File: config.mk
export PLATFORM = sky130hd
export DESIGN_NAME = firmware_image_parse_verify
export DESIGN_NICKNAME = d
export VERILOG_FILES = /design/src/fipv_pkg.sv /design/src/fipv_cfg_regs.sv /design/src/fipv_parse_core.sv /design/src/firmware_image_parse_verify.sv
export SDC_FILE = /design/constraint.sdc
export NUM_CORES = 1
export LEC_CHECK = 0
export ABC_AREA = 1
export BUFFER_PORTS_ARGS = -buffer_cell sky130_fd_sc_hd__buf_2
export CAP_MARGIN = 10
export CORE_UTILIZATION = 59
export DETAILED_ROUTE_END_ITERATION = 12
export GPL_TIMING_DRIVEN = 0
export PLACE_DENSITY = 0.82
export SYNTH_ARGS = -nofsm -noshare
export SYNTH_HDL_FRONTEND = slang
export SYNTH_SLANG_ARGS = --single-unit
File: constraint.sdc
create_clock -name aclk -period 14.8 [get_ports aclk]
set_input_delay 2.96 -clock aclk [delete_from_list [all_inputs] [get_ports aclk]]
set_output_delay 2.96 -clock aclk [all_outputs]
set_load 0.02 [all_outputs]
File: src/fipv_pkg.sv
`timescale 1ns / 1ps
// ----------------------------------------------------------------------------
// fipv_pkg
// Shared types, codes and reset values for the firmware image parser/checker.
// ----------------------------------------------------------------------------
package fipv_pkg;

    // default trailer slot size in bytes
    localparam int TRAILER_ALIGN_DEF = 16;

    // configuration port
    localparam int APB_ADDR_W = 4;
    localparam int APB_DATA_W = 32;

    localparam logic [1:0] REG_HEADER_MAGIC  = 2'd0;
    localparam logic [1:0] REG_CHECKSUM_SEED = 2'd1;
    localparam logic [1:0] REG_CODE_BASE     = 2'd2;
    localparam logic [1:0] REG_DATA_BASE     = 2'd3;

    localparam logic [7:0]  HEADER_MAGIC_RST  = 8'hE9;
    localparam logic [7:0]  CHECKSUM_SEED_RST = 8'hEF;
    localparam logic [31:0] CODE_BASE_RST     = 32'h4010_0000;
    localparam logic [31:0] DATA_BASE_RST     = 32'h3FFE_8000;

    // parse phases
    localparam logic [2:0] PH_FILEHDR = 3'd0;
    localparam logic [2:0] PH_SECHDR  = 3'd1;
    localparam logic [2:0] PH_DATA    = 3'd2;
    localparam logic [2:0] PH_PAD     = 3'd3;
    localparam logic [2:0] PH_CHECK   = 3'd4;
    localparam logic [2:0] PH_DONE    = 3'd5;

    // record kinds
    localparam logic KIND_SECTION = 1'b0;
    localparam logic KIND_STATUS  = 1'b1;

    // region classes
    localparam logic [1:0] CLASS_CODE  = 2'd0;
    localparam logic [1:0] CLASS_DATA  = 2'd1;
    localparam logic [1:0] CLASS_OTHER = 2'd2;

    // final status codes
    localparam logic [2:0] ST_OK        = 3'd0;
    localparam logic [2:0] ST_BAD_MAGIC = 3'd1;
    localparam logic [2:0] ST_NO_SECT   = 3'd2;
    localparam logic [2:0] ST_BAD_PAD   = 3'd3;
    localparam logic [2:0] ST_BAD_CSUM  = 3'd4;
    localparam logic [2:0] ST_TRUNC     = 3'd5;
    localparam logic [2:0] ST_OVERFLOW  = 3'd6;

    typedef struct packed {
        logic [7:0] byte_value;
        logic       end_of_image;
    } in_beat_t;

    typedef struct packed {
        logic        record_kind;
        logic [7:0]  section_number;
        logic [31:0] load_address;
        logic [31:0] section_length;
        logic [31:0] data_offset;
        logic [1:0]  region_class;
        logic        first_of_class;
        logic [2:0]  status_code;
        logic [31:0] entry_address;
        logic [7:0]  computed_checksum;
        logic [7:0]  stored_checksum;
    } out_beat_t;

    typedef struct packed {
        logic [7:0]  header_magic;
        logic [7:0]  checksum_seed;
        logic [31:0] code_region_base;
        logic [31:0] data_region_base;
    } cfg_t;

    typedef struct packed {
        logic [2:0]  phase;
        logic [2:0]  field_cnt;
        logic [7:0]  sec_left;
        logic [7:0]  cur_sec;
        logic [31:0] file_pos;
        logic [31:0] data_left;
        logic [7:0]  csum;
        logic [31:0] addr_sh;
        logic [31:0] len_sh;
        logic [31:0] start_addr;
        logic [1:0]  classes;
    } parse_state_t;

    localparam parse_state_t STATE_RST = '{
        phase:      PH_FILEHDR,
        field_cnt:  3'd0,
        sec_left:   8'd0,
        cur_sec:    8'd0,
        file_pos:   32'd0,
        data_left:  32'd0,
        csum:       CHECKSUM_SEED_RST,
        addr_sh:    32'd0,
        len_sh:     32'd0,
        start_addr: 32'd0,
        classes:    2'd0
    };

endpackage

File: src/fipv_cfg_regs.sv
`timescale 1ns / 1ps
// ----------------------------------------------------------------------------
// fipv_cfg_regs
// APB register file: header magic, checksum seed and the two region bases.
// ----------------------------------------------------------------------------
module fipv_cfg_regs (
    input  logic                                aclk,
    input  logic                                aresetn,
    input  logic                                psel,
    input  logic                                penable,
    input  logic                                pwrite,
    input  logic [fipv_pkg::APB_ADDR_W-1:0]     paddr,
    input  logic [fipv_pkg::APB_DATA_W-1:0]     pwdata,
    output logic [fipv_pkg::APB_DATA_W-1:0]     prdata,
    output logic                                pready,
    output fipv_pkg::cfg_t                      cfg
);

    fipv_pkg::cfg_t cfg_reg;
    logic           wr_en;
    logic [1:0]     reg_idx;

    assign pready  = 1'b1;
    assign wr_en   = psel && penable && pwrite;
    assign reg_idx = paddr[3:2];
    assign cfg     = cfg_reg;

    // register writes
    always_ff @(posedge aclk) begin
        if (!aresetn) begin
            cfg_reg.header_magic     <= fipv_pkg::HEADER_MAGIC_RST;
            cfg_reg.checksum_seed    <= fipv_pkg::CHECKSUM_SEED_RST;
            cfg_reg.code_region_base <= fipv_pkg::CODE_BASE_RST;
            cfg_reg.data_region_base <= fipv_pkg::DATA_BASE_RST;
        end else if (wr_en) begin
            unique case (reg_idx)
                fipv_pkg::REG_HEADER_MAGIC:  cfg_reg.header_magic     <= pwdata[7:0];
                fipv_pkg::REG_CHECKSUM_SEED: cfg_reg.checksum_seed    <= pwdata[7:0];
                fipv_pkg::REG_CODE_BASE:     cfg_reg.code_region_base <= pwdata;
                fipv_pkg::REG_DATA_BASE:     cfg_reg.data_region_base <= pwdata;
                default: ;
            endcase
        end
    end

    // read-back mux
    always_comb begin
        unique case (reg_idx)
            fipv_pkg::REG_HEADER_MAGIC:  prdata = {24'd0, cfg_reg.header_magic};
            fipv_pkg::REG_CHECKSUM_SEED: prdata = {24'd0, cfg_reg.checksum_seed};
            fipv_pkg::REG_CODE_BASE:     prdata = cfg_reg.code_region_base;
            fipv_pkg::REG_DATA_BASE:     prdata = cfg_reg.data_region_base;
            default:                     prdata = '0;
        endcase
    end

endmodule

File: src/fipv_parse_core.sv
`timescale 1ns / 1ps
// ----------------------------------------------------------------------------
// fipv_parse_core
// Next-state and result logic for one image byte or end marker.
// ----------------------------------------------------------------------------
module fipv_parse_core #(
    parameter int TRAILER_ALIGN = fipv_pkg::TRAILER_ALIGN_DEF,
    localparam int SLOT_W = $clog2(TRAILER_ALIGN)
) (
    input  fipv_pkg::parse_state_t  st,
    input  logic [SLOT_W-1:0]       slot,
    input  fipv_pkg::in_beat_t      beat,
    input  fipv_pkg::cfg_t          cfg,
    output fipv_pkg::parse_state_t  st_next,
    output logic [SLOT_W-1:0]       slot_next,
    output logic                    res_valid,
    output fipv_pkg::out_beat_t     res
);

    localparam logic [SLOT_W-1:0] SLOT_LAST = SLOT_W'(TRAILER_ALIGN - 1);

    // final status record from the current state
    function automatic fipv_pkg::out_beat_t status_rec(input fipv_pkg::parse_state_t s,
                                                       input logic [2:0] code,
                                                       input logic [7:0] stored);
        fipv_pkg::out_beat_t r;
        r                   = '0;
        r.record_kind       = fipv_pkg::KIND_STATUS;
        r.section_number    = s.cur_sec;
        r.status_code       = code;
        r.entry_address     = s.start_addr;
        r.computed_checksum = s.csum;
        r.stored_checksum   = stored;
        return r;
    endfunction

    logic [7:0]        b;
    logic [2:0]        k;
    logic [31:0]       pos_inc;
    logic [SLOT_W-1:0] slot_inc;
    logic [31:0]       addr_new;
    logic [31:0]       len_new;
    logic [31:0]       left_dec;
    logic [7:0]        sec_dec;
    logic [31:0]       pad_len;
    logic [1:0]        cls;
    logic              first;
    logic              is_code;
    logic              is_data;

    assign b        = beat.byte_value;
    assign k        = st.field_cnt;
    assign pos_inc  = st.file_pos + 32'd1;
    assign slot_inc = (slot == SLOT_LAST) ? '0 : slot + SLOT_W'(1);
    assign addr_new = (k < 3'd4) ? {b, st.addr_sh[31:8]} : st.addr_sh;
    assign len_new  = (k < 3'd4) ? st.len_sh : {b, st.len_sh[31:8]};
    assign left_dec = st.data_left - 32'd1;
    assign sec_dec  = st.sec_left - 8'd1;
    // bytes to skip before the checksum slot, counted from the new position
    assign pad_len  = 32'(SLOT_LAST) - 32'(slot_inc);

    // region classification of the completed section header
    assign is_code = st.addr_sh >= cfg.code_region_base;
    assign is_data = st.addr_sh >= cfg.data_region_base;
    always_comb begin
        priority if (is_code) begin
            cls   = fipv_pkg::CLASS_CODE;
            first = !st.classes[0];
        end else if (is_data) begin
            cls   = fipv_pkg::CLASS_DATA;
            first = !st.classes[1];
        end else begin
            cls   = fipv_pkg::CLASS_OTHER;
            first = 1'b0;
        end
    end

    // one byte step
    always_comb begin
        st_next   = st;
        slot_next = slot;
        res_valid = 1'b0;
        res       = '0;
        priority if (beat.end_of_image) begin
            // end marker: truncated unless already finished, then restart
            if (st.phase != fipv_pkg::PH_DONE) begin
                res_valid = 1'b1;
                res       = status_rec(st, fipv_pkg::ST_TRUNC, 8'd0);
            end
            st_next      = fipv_pkg::STATE_RST;
            st_next.csum = cfg.checksum_seed;
            slot_next    = '0;
        end else if (st.phase == fipv_pkg::PH_DONE) begin
            // trailing bytes ignored
        end else if (st.file_pos == 32'hFFFF_FFFF) begin
            res_valid     = 1'b1;
            res           = status_rec(st, fipv_pkg::ST_OVERFLOW, 8'd0);
            st_next.phase = fipv_pkg::PH_DONE;
        end else begin
            st_next.file_pos = pos_inc;
            slot_next        = slot_inc;
            unique case (st.phase)
                fipv_pkg::PH_FILEHDR: begin
                    priority if (k == 3'd0 && b != cfg.header_magic) begin
                        res_valid     = 1'b1;
                        res           = status_rec(st, fipv_pkg::ST_BAD_MAGIC, 8'd0);
                        st_next.phase = fipv_pkg::PH_DONE;
                    end else if (k == 3'd1 && b == 8'd0) begin
                        res_valid     = 1'b1;
                        res           = status_rec(st, fipv_pkg::ST_NO_SECT, 8'd0);
                        st_next.phase = fipv_pkg::PH_DONE;
                    end else if ((k == 3'd2 || k == 3'd3) && b != 8'd0) begin
                        res_valid     = 1'b1;
                        res           = status_rec(st, fipv_pkg::ST_BAD_PAD, 8'd0);
                        st_next.phase = fipv_pkg::PH_DONE;
                    end else begin
                        if (k == 3'd1) begin
                            st_next.sec_left = b;
                        end
                        if (k >= 3'd4) begin
                            st_next.start_addr = {b, st.start_addr[31:8]};
                        end
                        if (k == 3'd7) begin
                            st_next.field_cnt = 3'd0;
                            st_next.csum      = cfg.checksum_seed;
                            st_next.cur_sec   = 8'd0;
                            st_next.classes   = 2'd0;
                            st_next.phase     = fipv_pkg::PH_SECHDR;
                        end else begin
                            st_next.field_cnt = k + 3'd1;
                        end
                    end
                end
                fipv_pkg::PH_SECHDR: begin
                    st_next.addr_sh = addr_new;
                    st_next.len_sh  = len_new;
                    if (k != 3'd7) begin
                        st_next.field_cnt = k + 3'd1;
                    end else begin
                        // header complete: section record
                        res_valid          = 1'b1;
                        res.record_kind    = fipv_pkg::KIND_SECTION;
                        res.section_number = st.cur_sec;
                        res.load_address   = st.addr_sh;
                        res.section_length = len_new;
                        res.data_offset    = pos_inc;
                        res.region_class   = cls;
                        res.first_of_class = first;
                        st_next.field_cnt  = 3'd0;
                        if (cls == fipv_pkg::CLASS_CODE) begin
                            st_next.classes[0] = 1'b1;
                        end
                        if (cls == fipv_pkg::CLASS_DATA) begin
                            st_next.classes[1] = 1'b1;
                        end
                        st_next.cur_sec   = st.cur_sec + 8'd1;
                        st_next.sec_left  = sec_dec;
                        st_next.data_left = len_new;
                        priority if (len_new != 32'd0) begin
                            st_next.phase = fipv_pkg::PH_DATA;
                        end else if (sec_dec != 8'd0) begin
                            st_next.phase = fipv_pkg::PH_SECHDR;
                        end else if (slot_inc == SLOT_LAST) begin
                            st_next.phase = fipv_pkg::PH_CHECK;
                        end else begin
                            st_next.data_left = pad_len;
                            st_next.phase     = fipv_pkg::PH_PAD;
                        end
                    end
                end
                fipv_pkg::PH_DATA: begin
                    st_next.csum      = st.csum ^ b;
                    st_next.data_left = left_dec;
                    if (left_dec == 32'd0) begin
                        priority if (st.sec_left != 8'd0) begin
                            st_next.phase = fipv_pkg::PH_SECHDR;
                        end else if (slot_inc == SLOT_LAST) begin
                            st_next.phase = fipv_pkg::PH_CHECK;
                        end else begin
                            st_next.data_left = pad_len;
                            st_next.phase     = fipv_pkg::PH_PAD;
                        end
                    end
                end
                fipv_pkg::PH_PAD: begin
                    st_next.data_left = left_dec;
                    if (left_dec == 32'd0) begin
                        st_next.phase = fipv_pkg::PH_CHECK;
                    end
                end
                fipv_pkg::PH_CHECK: begin
                    res_valid     = 1'b1;
                    res           = status_rec(st, (b == st.csum) ? fipv_pkg::ST_OK
                                                                  : fipv_pkg::ST_BAD_CSUM, b);
                    st_next.phase = fipv_pkg::PH_DONE;
                end
                default: begin
                    st_next.phase = fipv_pkg::PH_DONE;
                end
            endcase
        end
    end

endmodule

File: src/firmware_image_parse_verify.sv
`timescale 1ns / 1ps
// Result path: a byte sits in the input register, and its result loads into the result
// register when that byte moves on; output back-pressure can hold the byte in between.
// Throughput: one byte per cycle; the per-byte step is a single pass of the
// parse core between the two registers, and stalls only on output back-pressure.
// Reset: synchronous, active low; parser returns to the file header phase and
// the configuration registers take their default values.
// ----------------------------------------------------------------------------
// firmware_image_parse_verify
// Streaming firmware image parser with section records and XOR checksum check.
// ----------------------------------------------------------------------------
module firmware_image_parse_verify #(
    parameter int TRAILER_ALIGN = fipv_pkg::TRAILER_ALIGN_DEF
) (
    input  logic                                aclk,
    input  logic                                aresetn,
    // image bytes
    input  logic                                s_valid,
    output logic                                s_ready,
    input  fipv_pkg::in_beat_t                  s_payload,
    // records
    output logic                                m_valid,
    input  logic                                m_ready,
    output fipv_pkg::out_beat_t                 m_payload,
    // configuration
    input  logic                                psel,
    input  logic                                penable,
    input  logic                                pwrite,
    input  logic [fipv_pkg::APB_ADDR_W-1:0]     paddr,
    input  logic [fipv_pkg::APB_DATA_W-1:0]     pwdata,
    output logic [fipv_pkg::APB_DATA_W-1:0]     prdata,
    output logic                                pready
);

    localparam int SLOT_W = $clog2(TRAILER_ALIGN);

    fipv_pkg::cfg_t         cfg;
    logic                   in_valid_reg;
    fipv_pkg::in_beat_t     in_beat_reg;
    fipv_pkg::parse_state_t state_reg;
    fipv_pkg::parse_state_t state_next;
    logic [SLOT_W-1:0]      slot_reg;
    logic [SLOT_W-1:0]      slot_next;
    logic                   m_valid_reg;
    fipv_pkg::out_beat_t    out_beat_reg;
    logic                   res_valid;
    fipv_pkg::out_beat_t    res;
    logic                   advance;

    fipv_cfg_regs u_cfg (
        .aclk    (aclk),
        .aresetn (aresetn),
        .psel    (psel),
        .penable (penable),
        .pwrite  (pwrite),
        .paddr   (paddr),
        .pwdata  (pwdata),
        .prdata  (prdata),
        .pready  (pready),
        .cfg     (cfg)
    );

    fipv_parse_core #(
        .TRAILER_ALIGN (TRAILER_ALIGN)
    ) u_core (
        .st        (state_reg),
        .slot      (slot_reg),
        .beat      (in_beat_reg),
        .cfg       (cfg),
        .st_next   (state_next),
        .slot_next (slot_next),
        .res_valid (res_valid),
        .res       (res)
    );

    // the held beat moves on when the result register is free or draining
    assign advance   = in_valid_reg && (!m_valid_reg || m_ready);
    assign s_ready   = !in_valid_reg || advance;
    assign m_valid   = m_valid_reg;
    assign m_payload = out_beat_reg;

    // control and parse state
    always_ff @(posedge aclk) begin
        if (!aresetn) begin
            in_valid_reg <= 1'b0;
            m_valid_reg  <= 1'b0;
            state_reg    <= fipv_pkg::STATE_RST;
            slot_reg     <= '0;
        end else begin
            if (s_ready) begin
                in_valid_reg <= s_valid;
            end
            if (advance) begin
                state_reg <= state_next;
                slot_reg  <= slot_next;
            end
            if (advance && res_valid) begin
                m_valid_reg <= 1'b1;
            end else if (m_ready) begin
                m_valid_reg <= 1'b0;
            end
        end
    end

    // payload registers
    always_ff @(posedge aclk) begin
        if (s_valid && s_ready) begin
            in_beat_reg <= s_payload;
        end
        if (advance && res_valid) begin
            out_beat_reg <= res;
        end
    end

    // a status record always finishes the image
    a_status_done: assert property (@(posedge aclk) disable iff (!aresetn)
        advance && res_valid && res.record_kind == fipv_pkg::KIND_STATUS
            && !in_beat_reg.end_of_image |=> state_reg.phase == fipv_pkg::PH_DONE)
        else $error("status record did not finish the image");

    // class flags only accumulate within one image
    a_classes_grow: assert property (@(posedge aclk) disable iff (!aresetn)
        advance && !in_beat_reg.end_of_image && state_reg.phase != fipv_pkg::PH_FILEHDR
            |=> (state_reg.classes & $past(state_reg.classes)) == $past(state_reg.classes))
        else $error("class flags cleared mid-image");

    // a stalled beat is held in the input register
    a_hold_beat: assert property (@(posedge aclk) disable iff (!aresetn)
        in_valid_reg && !advance |=> in_valid_reg && $stable(in_beat_reg))
        else $error("stalled beat lost");

    // no record once the image is finished
    a_no_record_done: assert property (@(posedge aclk) disable iff (!aresetn)
        advance && state_reg.phase == fipv_pkg::PH_DONE && !in_beat_reg.end_of_image
            |-> !res_valid)
        else $error("record produced after final status");

endmodule

==> results by group <==
Status
  • Status: finished, final reports clean

Timing
  • Max Slew Vio Count: 0
  • # setup viols final: 0
  • Rel. slew slack: 0.3169
  • Worst Tran Pin Value: 1011 ps
  • Fmax: 128.6 MHz
  • Period minus WS final: 7774 ps
  • Clock Skews: approximately 18 ps
  • RSZ-0062 raised after global routing: no
  • Period utilization: 0.5253
  • Setup TNS: 0 ps
  • Final Hold Vio Count: 0

Setup path
  • Endpoint class of the critical path: output port
  • Reg-to-reg endpoint: m_payload[116]
  • Top delay family on crit path: buffers and inverters
  • Crit path max fanout: 10
  • WP data arrival: 4810 ps
  • CP max stage delay: 430 ps
  • Slowest-stage cell, CP: clkinv_1
  • R2R setup slack: 11,120 ps
  • Cell breakdown of the critical path: buf_2 > inv_1 > nor2_2 > clkinv_1 > clkbuf_1 > o22ai_1 > buf_2
  • FF-to-FF path depth: 11
  • Most used cell, CP: buf_2
  • Critical path required time: 11,840 ps
  • Critical path class: in2out
  • Worst r2r src: state_reg[139]
  • Worst path buffer plus inverter count: 5
  • Worst setup SP type: input pin

Drt
  • DRC viols: 0
  • Pre-antenna DRT Iters: 6
  • DR WL/cell: 18.81 um
  • Via density: roughly 5.7
  • Via count: 20,760
  • Total Wirelength: around 68 mm
  • Post-detailed-route count of antenna-violating nets: 0
  • DR iter-0 viols: 2,281

CTS
  • # resized after CTS: 0
  • Htree depth: 2
  • Clock Tree Root: clkbuf_16
  • CTS Buf Count: 46
  • # hold bufs at CTS: 0
  • Clock buffer depth: 3
  • Skew-Pair Late Insertion Delay: 590 ps
  • TritonCTS clock tree: yes
  • Post-CTS setup buffer count: 0
  • Reg clk slew, reported paths: 60 ps
  • Clock sinks: 446

Place
  • Port bufs: 241
  • Dpl hpwl: 50.69 mm
  • Gpl congestion: roughly 0.99

Finish
  • P&R area growth vs syn: 15.39%
  • Share of post-route cells with drive strength above 1: 0.1525
  • Layout Utilization: 0.6953
  • Commonest non-fill, non-tap cell in the layout: nand2_1
  • Commonest non-fill, non-tap cells in the layout: nand2_1, inv_1, nor2_1
  • Max FFs per register: 192
  • Final nets: 3,203

Floorplanning
  • Die W: 196.1 um
  • Die footprint: 38,440 sq um
  • Initial Utilization: 0.6026
  • Core footprint: 36,870 sq um
  • Die Y: 196.1 um
  • Top Ports: 246
  • # rows: 70

Synth
  • Ys async rst share: 0
  • FF+latch count, synth: 446
  • Post-Syn Instances: 2,782
  • Sequential area share after synthesis: 0.4775
  • EDFF count, synth: roughly 170
  • Yosys cell types: approximately 60
  • Cell taking the most area after synthesis: dfxtp_1
  • Multiplexer share of the synthesized area: 0
  • Avg Cell Area, Syn: 7.987 sq um
  • Combinational family with the most area after synthesis: simple AND/OR/NAND/NOR gates
  • Post-Syn Nets: 2,913
  • Synth top area share: 0.2505
  • Xor/xnor share of the synthesized area: 0.01886
  • Synthesis Warnings: 0
  • Area contributors post-synth: dfxtp_1, edfxtp_1, nand2_1
  • Synth Area in Compound Gates: 0.1527
  • Most used DFF post-synth: dfxtp_1
  • Post-Synth Adder-Cell Area: 0.04449
  • Synth Area in Simple Gates: 0.2179
  • Synthesized area: 22,220 sq um

Hold path
  • Hold crit path type: reg2reg
  • Worst hold endpoint: state_reg[55]
  • Hold path start: state_reg[55]
  • Min-Delay Path Depth: 2

Power and ir drop
  • Pwr Density: 116.9 nW/um^2
  • Leak: 10.70 nW
  • Power, Total: 0.002996 W
  • Max VDD drop: ~100 uV

GRT
  • Number of global-route vias before repair: roughly 19,000
  • Largest net degree at the start of global routing: 93
  • Gr usage total: 0.3502
  • Initial antenna violation count: 2
  • First-pass GRT wire length: 104.8 mm
  • Grt ovf: 0

Flow run
  • Max-Cap Viols: 0
[per-stage QoR]
| step | hold slack, ps | instance area (sq um) | worst slack [ps] | cells |
|---|---|---|---|---|
| final | 467.7 | 25640 | 7026 | 3615 |
| after global routing | 476.9 | 25640 | 6991 | 3615 |
| after CTS | 460.2 | 25630 | 7133 | 3613 |
| after detailed placement | 455.0 | 24090 | 7193 | 3528 |
| after global placement | 446.4 | 24060 | 6419 | 3527 |
| after floorplan | 435.9 | 22220 | 7847 | 2782 |
[worst max-delay path by stage]
stage,from,end,slack [ps],cells after the start
5_1_grt,paddr[3],prdata[26],6990,7
2_1_floorplan,m_ready,m_payload[0],7850,6
3_5_place_dp,paddr[3],prdata[30],7190,7
4_1_cts,paddr[3],prdata[30],7130,7
6_report,paddr[3],prdata[30],7030,7
3_3_place_gp,m_ready,m_payload[116],6420,7
[synthesized netlist by cell type (all sizes together), types with 2 or more instances]
cell type and number:
nand2 550, nor2 370, inv 369, a21oi 285, dfxtp 278, o21ai 191
edfxtp 168, nand3 87, ha 79, clkbuf 64, buf 53, o211ai 44
nor3 40, nand4 36, xor2 36, o22ai 31, or2 17, xnor2 11
a2bb2oi 10, a211oi 9, nand3b 8, o21a 8, a31oi 5, nor3b 4
o2111ai 4, o21bai 4, clkinv 3, a21o 2, a22oi 2, and2 2
nor4 2, o221ai 2, o311ai 2
[where the power goes]
part	switching, W	internal [W]
Sequential	0.0000280	0.00132
Combinational	0.000318	0.000124
Clock	0.000497	0.000707
[final cells by class]
| type | instances | area [sq um] |
|---|---|---|
| sequential | 446 | 10610 |
| fill | 2979 | 11230 |
| timing repair buffer | 242 | 1234 |
| tap | 504 | 630.6 |
| buffer | 117 | 566.8 |
| clock buffer | 64 | 1311 |
| clock inverter | 21 | 234.0 |
| antenna | 2 | 5.005 |
| multi-input combinational | 1847 | 9646 |
| inverter | 372 | 1401 |
[logic make-up after synthesis]
group           Yosys count
compound gates          603
xor+xnor                 47
fa+ha+maj                79
buf+inv                 489
flops                   446
other cells               1
simple gates           1117
[routing by layer]
layer / share of wire / up-vias / GRT usage / wire (um)
met5: 0 / - / 0 / 0
met4: 0.029 / 0 / 0.1166 / 1938
met3: 0.10 / 142 / 0.05467 / 6911
met2: 0.43 / 1168 / 0.5273 / 29570
met1: 0.44 / 9695 / 0.5137 / 29580
li1: - / 9756 / - / -
[worst reg2reg max path: stages, from the launching register on]
cell and delay, ps:
dfxtp_1 370, ha_1 210, nand2_1 70, nor2_2 230, nand4_2 210, nor3_4 350, nor2_2 120, nand3_1 130
o21bai_2 240, nand3_1 270, inv_6 640, buf_16 360
No activity file was read; power rests on OpenSTA's default activity.
